===== config.mk =====
export PLATFORM = sky130hd
export DESIGN_NAME = cc20_ctrl
export DESIGN_NICKNAME = d
export VERILOG_FILES = /design/src/hw/rtl/cc20_pkg.sv /design/src/hw/rtl/cc20_ctrl.sv
export SDC_FILE = /design/constraint.sdc
export NUM_CORES = 1
export LEC_CHECK = 0
export BUFFER_PORTS_ARGS = -buffer_cell sky130_fd_sc_hd__buf_2
export CAP_MARGIN = 10
export CORE_AREA = 8 8 45 47
export CTS_CLUSTER_SIZE = 30
export DETAILED_ROUTE_END_ITERATION = 8
export DIE_AREA = 0 0 53 55
export MAX_ROUTING_LAYER = met4
export SETUP_SLACK_MARGIN = 0.05
export SLEW_MARGIN = 20
export SYNTH_ARGS = -nofsm -noshare
export SYNTH_HDL_FRONTEND = slang
export SYNTH_SLANG_ARGS = --single-unit

===== constraint.sdc =====
create_clock -name clk -period 1.65 [get_ports clk]
set_input_delay 0.165 -clock clk [delete_from_list [all_inputs] [get_ports clk]]
set_output_delay 0.165 -clock clk [all_outputs]
set_load 0.03 [all_outputs]

===== src/hw/rtl/cc20_pkg.sv =====
// Shared types, constants and ChaCha20 round functions for the stream XOR core.
// Used by cc20_ctrl, cc20_datapath and chacha20_stream_xor_core; no dependencies.
`default_nettype none

package cc20_pkg;

    localparam int DATA_W    = 64;
    localparam int CNT_W     = 4;
    localparam int TDATA_W   = 72;
    localparam int CFG_IDX_W = 3;
    localparam int CFG_W     = 64;
    localparam int WORD_W    = 32;
    localparam int SLOT_W    = 3;
    localparam int SLOTS     = 8;

    localparam int DOUBLE_ROUNDS_DEF  = 10;
    localparam int BYTES_PER_ITEM_DEF = 8;

    localparam logic [WORD_W-1:0] SIGMA0 = 32'h6170_7865;
    localparam logic [WORD_W-1:0] SIGMA1 = 32'h3320_646e;
    localparam logic [WORD_W-1:0] SIGMA2 = 32'h7962_2d32;
    localparam logic [WORD_W-1:0] SIGMA3 = 32'h6b20_6574;

    typedef logic [15:0][WORD_W-1:0] cc20_words_t;

    typedef enum logic [CFG_IDX_W-1:0] {
        REG_KEY0   = 3'd0,
        REG_KEY1   = 3'd1,
        REG_KEY2   = 3'd2,
        REG_KEY3   = 3'd3,
        REG_NONCE0 = 3'd4,
        REG_NONCE1 = 3'd5,
        REG_START  = 3'd6
    } cc20_reg_t;

    typedef enum logic [1:0] {
        ST_IDLE,
        ST_ROUND,
        ST_FINAL,
        ST_EMIT
    } cc20_state_t;

    typedef struct packed {
        logic take_direct;  // accept an item, answer from the current block
        logic take_gen;     // accept an item, load state for a new block
        logic round_en;     // apply one round to the working state
        logic diag;         // 0: column round, 1: diagonal round
        logic finish;       // feed-forward add, store the keystream block
        logic emit;         // answer the held item from the fresh block
    } cc20_cmd_t;

    typedef struct packed {
        logic need_block;   // item at the input needs a new block first
        logic out_free;     // output register can take a result this cycle
    } cc20_status_t;

    function automatic logic [WORD_W-1:0] rotl(input logic [WORD_W-1:0] v, input int n);
        return (v << n) | (v >> (WORD_W - n));
    endfunction

    // Quarter round on four words, returned as {a, b, c, d}.
    function automatic logic [4*WORD_W-1:0] quarter(
        input logic [WORD_W-1:0] a_in,
        input logic [WORD_W-1:0] b_in,
        input logic [WORD_W-1:0] c_in,
        input logic [WORD_W-1:0] d_in
    );
        logic [WORD_W-1:0] a, b, c, d;
        a = a_in; b = b_in; c = c_in; d = d_in;
        a = a + b; d = rotl(d ^ a, 16);
        c = c + d; b = rotl(b ^ c, 12);
        a = a + b; d = rotl(d ^ a, 8);
        c = c + d; b = rotl(b ^ c, 7);
        return {a, b, c, d};
    endfunction

    // One round: four independent quarter rounds on columns or diagonals.
    function automatic cc20_words_t chacha_round(input cc20_words_t w, input logic diag);
        cc20_words_t r;
        logic [4*WORD_W-1:0] q0, q1, q2, q3;
        r = w;
        if (!diag) begin
            q0 = quarter(w[0], w[4], w[8],  w[12]);
            q1 = quarter(w[1], w[5], w[9],  w[13]);
            q2 = quarter(w[2], w[6], w[10], w[14]);
            q3 = quarter(w[3], w[7], w[11], w[15]);
            {r[0], r[4], r[8],  r[12]} = q0;
            {r[1], r[5], r[9],  r[13]} = q1;
            {r[2], r[6], r[10], r[14]} = q2;
            {r[3], r[7], r[11], r[15]} = q3;
        end
        else begin
            q0 = quarter(w[0], w[5], w[10], w[15]);
            q1 = quarter(w[1], w[6], w[11], w[12]);
            q2 = quarter(w[2], w[7], w[8],  w[13]);
            q3 = quarter(w[3], w[4], w[9],  w[14]);
            {r[0], r[5], r[10], r[15]} = q0;
            {r[1], r[6], r[11], r[12]} = q1;
            {r[2], r[7], r[8],  r[13]} = q2;
            {r[3], r[4], r[9],  r[14]} = q3;
        end
        return r;
    endfunction

    function automatic cc20_words_t init_state(
        input logic [3:0][CFG_W-1:0] key,
        input logic [CFG_W-1:0]      nonce_lo,
        input logic [WORD_W-1:0]     nonce_hi,
        input logic [WORD_W-1:0]     ctr
    );
        cc20_words_t s;
        s[0] = SIGMA0;
        s[1] = SIGMA1;
        s[2] = SIGMA2;
        s[3] = SIGMA3;
        for (int p = 0; p < 4; p++) begin
            s[4 + 2*p] = key[p][WORD_W-1:0];
            s[5 + 2*p] = key[p][CFG_W-1:WORD_W];
        end
        s[12] = ctr;
        s[13] = nonce_lo[WORD_W-1:0];
        s[14] = nonce_lo[CFG_W-1:WORD_W];
        s[15] = nonce_hi;
        return s;
    endfunction

    // Byte lanes below the count are kept.
    function automatic logic [DATA_W-1:0] byte_mask(input logic [CNT_W-1:0] cnt);
        logic [DATA_W-1:0] m;
        for (int k = 0; k < DATA_W/8; k++) begin
            m[8*k +: 8] = (CNT_W'(k) < cnt) ? 8'hFF : 8'h00;
        end
        return m;
    endfunction

endpackage

`default_nettype wire


===== src/hw/rtl/cc20_ctrl.sv =====
// Sequencer for the ChaCha20 stream XOR core: accepts items, runs the round loop.
// Depends on cc20_pkg; drives cc20_datapath through cc20_cmd_t.
`default_nettype none

module cc20_ctrl #(
    parameter int DOUBLE_ROUNDS = cc20_pkg::DOUBLE_ROUNDS_DEF
) (
    input  wire logic                    clk,
    input  wire logic                    rst_n,
    input  wire logic                    s_axis_tvalid,
    output logic                         s_axis_tready,
    input  wire cc20_pkg::cc20_status_t  status,
    output cc20_pkg::cc20_cmd_t          cmd
);
    import cc20_pkg::*;

    localparam int NUM_ROUNDS = 2 * DOUBLE_ROUNDS;
    localparam int RCNT_W     = $clog2(NUM_ROUNDS);

    cc20_state_t        state_reg, state_next;
    logic [RCNT_W-1:0]  rcnt_reg, rcnt_next;

    always_ff @(posedge clk or negedge rst_n)
    begin
        if (!rst_n)
        begin
            state_reg <= ST_IDLE;
            rcnt_reg  <= '0;
        end
        else
        begin
            state_reg <= state_next;
            rcnt_reg  <= rcnt_next;
        end
    end

    always_comb
    begin
        state_next    = state_reg;
        rcnt_next     = rcnt_reg;
        cmd           = '0;
        s_axis_tready = 1'b0;
        unique case (state_reg)
            ST_IDLE:
            begin
                s_axis_tready = status.out_free;
                if (s_axis_tvalid && status.out_free)
                begin
                    if (status.need_block)
                    begin
                        cmd.take_gen = 1'b1;
                        rcnt_next    = '0;
                        state_next   = ST_ROUND;
                    end
                    else
                    begin
                        cmd.take_direct = 1'b1;
                    end
                end
            end
            ST_ROUND:
            begin
                cmd.round_en = 1'b1;
                cmd.diag     = rcnt_reg[0];
                if (rcnt_reg == RCNT_W'(NUM_ROUNDS - 1))
                begin
                    state_next = ST_FINAL;
                end
                else
                begin
                    rcnt_next = rcnt_reg + 1'b1;
                end
            end
            ST_FINAL:
            begin
                cmd.finish = 1'b1;
                state_next = ST_EMIT;
            end
            ST_EMIT:
            begin
                cmd.emit   = 1'b1;
                state_next = ST_IDLE;
            end
            default:
            begin
                state_next = ST_IDLE;
            end
        endcase
    end

endmodule

`default_nettype wire


Word-level counts from Yosys, hierarchy flattened. Index checks and enable logic that the tools add are counted.

Bits of input ports: 5. Flip-flop bits (word level): 7. Output and inout port bits: 7.

Equality and inequality tests: 8. Add/subtract/negate cells: 1. Mux-type cells: 16. Reductions and logical operators: 5.

Operators by type and width (count): $mux W5 (3); $mux W2 (6); $pmux W5 S2 (1); $ne A2 B2 Y1 const B (4); $pmux W2 S4 (1); $add A5 B1 Y5 const B (1); $eq A5 B5 Y1 const B (1); $mux W1 (5); $eq A2 B2 Y1 const B (2); $reduce_and A4 Y1 (1); $reduce_and A3 Y1 (1); $eq A2 B1 Y1 const B (1); $logic_not A2 Y1 (1); $reduce_bool A2 Y1 (1); $logic_and A1 B1 Y1 (1).

Depth between registers and ports, before layout.
Word-level depth: 3. Mapped depth: 6. Gate-level depth less buffers: 5.

Worst setup path before layout. No wires, ideal clock.

Path type: register to register. Start point: register state_reg[1]. End point: register state_reg[1]. Setup time: 0.125 ns. Stages on the path, launching flop included: 6. Path buffers: 0. Slack: -0.066 ns. Arrival time: 1.591 ns. Required time: 1.525 ns. Path through: dfrtp_1 -> inv_1 -> ha_1 -> inv_1 -> a2bb2oi_4 -> mux2_4.

Word-level cells in the longest chain between the ends: 3. Elaborated cells on any way between the ends: 9. Classes of those cells: eq/ne: 6; mux: 1; reduce/logical: 2.

RTL lines: start, declared (line cc20_ctrl.sv:20) `cc20_state_t state_reg, state_next;`; start signal, assigned (line cc20_ctrl.sv:32) `state_reg <= state_next;`; $eq A2 B1 Y1 / $logic_not A2 Y1 (equally long branches) (line cc20_ctrl.sv:43) `unique case (state_reg)`; $ne A2 B2 Y1 (no line); $reduce_and A3 Y1 (no line).

Several ways; a longest one is shown, not always the timed one. A chain may end at the register's enable or synchronous reset.

Final worst setup path.
Start point: register state_reg[0]. End point: register state_reg[1].

Same word-level chain as after synthesis.

==> flow_summary.yaml <==
floorplanning:
  die_h_microns: 55
  coreArea_sq_um: 1380
  dieArea_sq_um: 2920
  rows: 14
  die_width_microns: 53
  initial_core_util_pct: 39.8
  io_pins: 12
timing:
  rsz0062_at_grt: "true"
  final-setup-viol-count: 0
  tns_ns: 0
  hold_viol_final: 0
  period_needed_ns: 1.54
  max_freq_mhz: 649
  tightest_slew_ns: 0.350
  whs_ns: 0.276
  slew_headroom_pct: 76.0
  period_share_pct: 93.3
  fin_skew_ns: 0.00282
  finalMaxSlewViolations: 0
synth:
  yosys.area.top_type_share_pct: 31.8
  synth_cell_types: 27
  synthTopCellsByArea: "dfrtp_1, ha_1, a2111oi_4"
  syn_area_sq_um: 551
  ys_ff_latch: 7
  yosysWarnings: 0
  netlist_instances: 46
  synthArstFlopShare_pct: 100
  synthTopCellsByCount: "dfrtp_1, ha_1, inv_1"
  yosysMostFrequentCell: "dfrtp_1"
  yosysTopAreaCell: "dfrtp_1"
  syn_nets: 56
  synth-edff-count: 0
  ys.flop_type: "dfrtp_1"
  synth_area_per_cell_sq_um: 12.0
  yosysSeqAreaShare_pct: 31.8
min_path:
  hold_path.class: "primary input to asynchronous set/reset pin"
power:
  leakage_uw: 0.000364
  vdd_drop_max_mv: 0.798
  power_density_nw_per_um2: 1980
critical_path:
  reg2reg_to: "state_reg[1]$_DFFE_PN0P_"
  worstSetupPathDepth: 5
  worstSetupEndpointType: "flip-flop"
  path_cells: "buf_4 > ha_4 > inv_1 > a2bb2oi_4 > mux2_4"
  critical_path_required_ns: 1.77
  crit_buf_inv: 2
  worstSetupPathType: "flip-flop to flip-flop"
  cp_top_family: "flip-flops"
  cp_slowest_stage_delay_ns: 0.40
  r2r_cells: 5
  rrSetupSlack_ns: 0.11
  reg2reg_from: "state_reg[0]$_DFFE_PN0P_"
  crit_path_start_kind: "flip-flop"
  path_max_fanout: 7
  critPathArrivalTime_ns: 1.66
  slowest_stage: "dfrtp_1"
place:
  gp_congestion: 0.795
  hpwlAfterDp_microns: 971
  placed_area_sq_um: 652
  io_buffers: 11
clocking:
  clock-root-buffer: "clkbuf_4"
  cts_htree_levels: 1
  cts_buffer_depth: 2
  cts_buffers: 3
  clock_sink_count: 7
  path_clk_slew_ns: 0.05
  clk_latency_ns: 0.24
  cts_tree: "built"
route:
  num_vias: 477
  wl_per_cell_microns: 15.2
  drc: 0
  drt_iter0_drc: 5
  ant_nets: 0
  viasPerCell: 5.61
  wl_microns: 1290
  firstDrtPassIters: 4
cells_and_area:
  drive_gt1_share_pct: 56.5
  largest_register_ffs: 5
  area_growth_syn_to_layout_pct: 38.0
  finalNetCount: 80
  final_area_sq_um: 759
  num_antenna_cells: 0
global_routing:
  grt_max_degree: 8
  track_usage_pct: 10.4
  antenna_found_initial: 0
  first_global_vias: 458
  grt_overflow_total: 0
  grt_pass1_wl_microns: 2090
outcome:
  outcome: "finished clean"
run:
  cap_viol_max_count: 0
[cells in the final DEF, fill, tap and decap left out, types with 2 or more instances in the layout]
master and count:
inv_2 2, dfrtp_1 6, buf_4 9, nand3_1 2
clkbuf_4 3, a2111oi_0 2, ha_1 2, buf_2 10
a211o_1 3, ha_4 3, and3_1 2, inv_1 2
[per-stage QoR]
stage | util (%) | instances | power [uW] | setup WS [ns]
floorplan | - | 46 | 965 | 0.0534
global placement | 47.1 | 76 | 1180 | 0.0513
detailed placement | 47.1 | 76 | 1190 | 0.0596
CTS | 51.9 | 83 | 1420 | 0.0502
global route | 54.9 | 85 | 1630 | 0.0461
finish | 54.9 | 85 | 1500 | 0.110
[kinds of logic (layout without fill, tap and decap cells)]
kind of cell    Yosys count  in the layout  share of synthesized area, %
mux                       1              1                          2.73
simple gates             15             15                          21.6
flops                     7              7                          31.8
compound gates           13             13                          28.4
buf+inv                   5             28                          4.09
fa+ha+maj                 5              5                          11.4
[metal layers]
metal	up-vias	GRT usage [%]	part of all wire (%)
met2	11	15.0	45
met1	235	11.6	46
met5	-	-	0
met4	0	9.05	2.8
li1	227	-	-
met3	4	2.94	5.6
[worst max path at each step]
stage / to / start / slack, ns
finish: state_reg[1]$_DFFE_PN0P_ / state_reg[0]$_DFFE_PN0P_ / 0.11
global route: state_reg[1]$_DFFE_PN0P_ / state_reg[0]$_DFFE_PN0P_ / 0.05
CTS: state_reg[1]$_DFFE_PN0P_ / rcnt_reg[1]$_DFFE_PN0P_ / 0.05
detailed placement: state_reg[1]$_DFFE_PN0P_ / rcnt_reg[1]$_DFFE_PN0P_ / 0.06
global placement: state_reg[1]$_DFFE_PN0P_ / rcnt_reg[1]$_DFFE_PN0P_ / 0.05
floorplan: cmd[5] / state_reg[0]$_DFFE_PN0P_ / 0.05
[worst reg2reg max path, stage by stage, from the launching register on]
cell,delay [ns]
dfrtp_1,0.40
buf_4,0.15
ha_4,0.17
inv_1,0.20
a2bb2oi_4,0.19
mux2_4,0.31
[power by group]
part / internal, uW / switching (uW)
registers: 256 / 86.3
logic: 509 / 506
clock network: 91.8 / 55.6
[cell type report]
type,count,area (sq um)
multi-input combinational,34,394
inverter,4,15.0
timing repair buffer,20,128
clock buffer,4,26.3
fill,121,624
tap,16,20.0
sequential,7,176
[repair_timing]
| item | CTS | global route |
|---|---|---|
| endpoints found under the hold margin | 7 | 0 |
| setup endpoints to repair | 3 | 8 |
| pin swaps | 1 | 0 |
| hold buffers | 1 | 0 |
| buffers inserted | 2 | 2 |
| resized for setup | 3 | 7 |
Power figures use the tool's default switching activity.
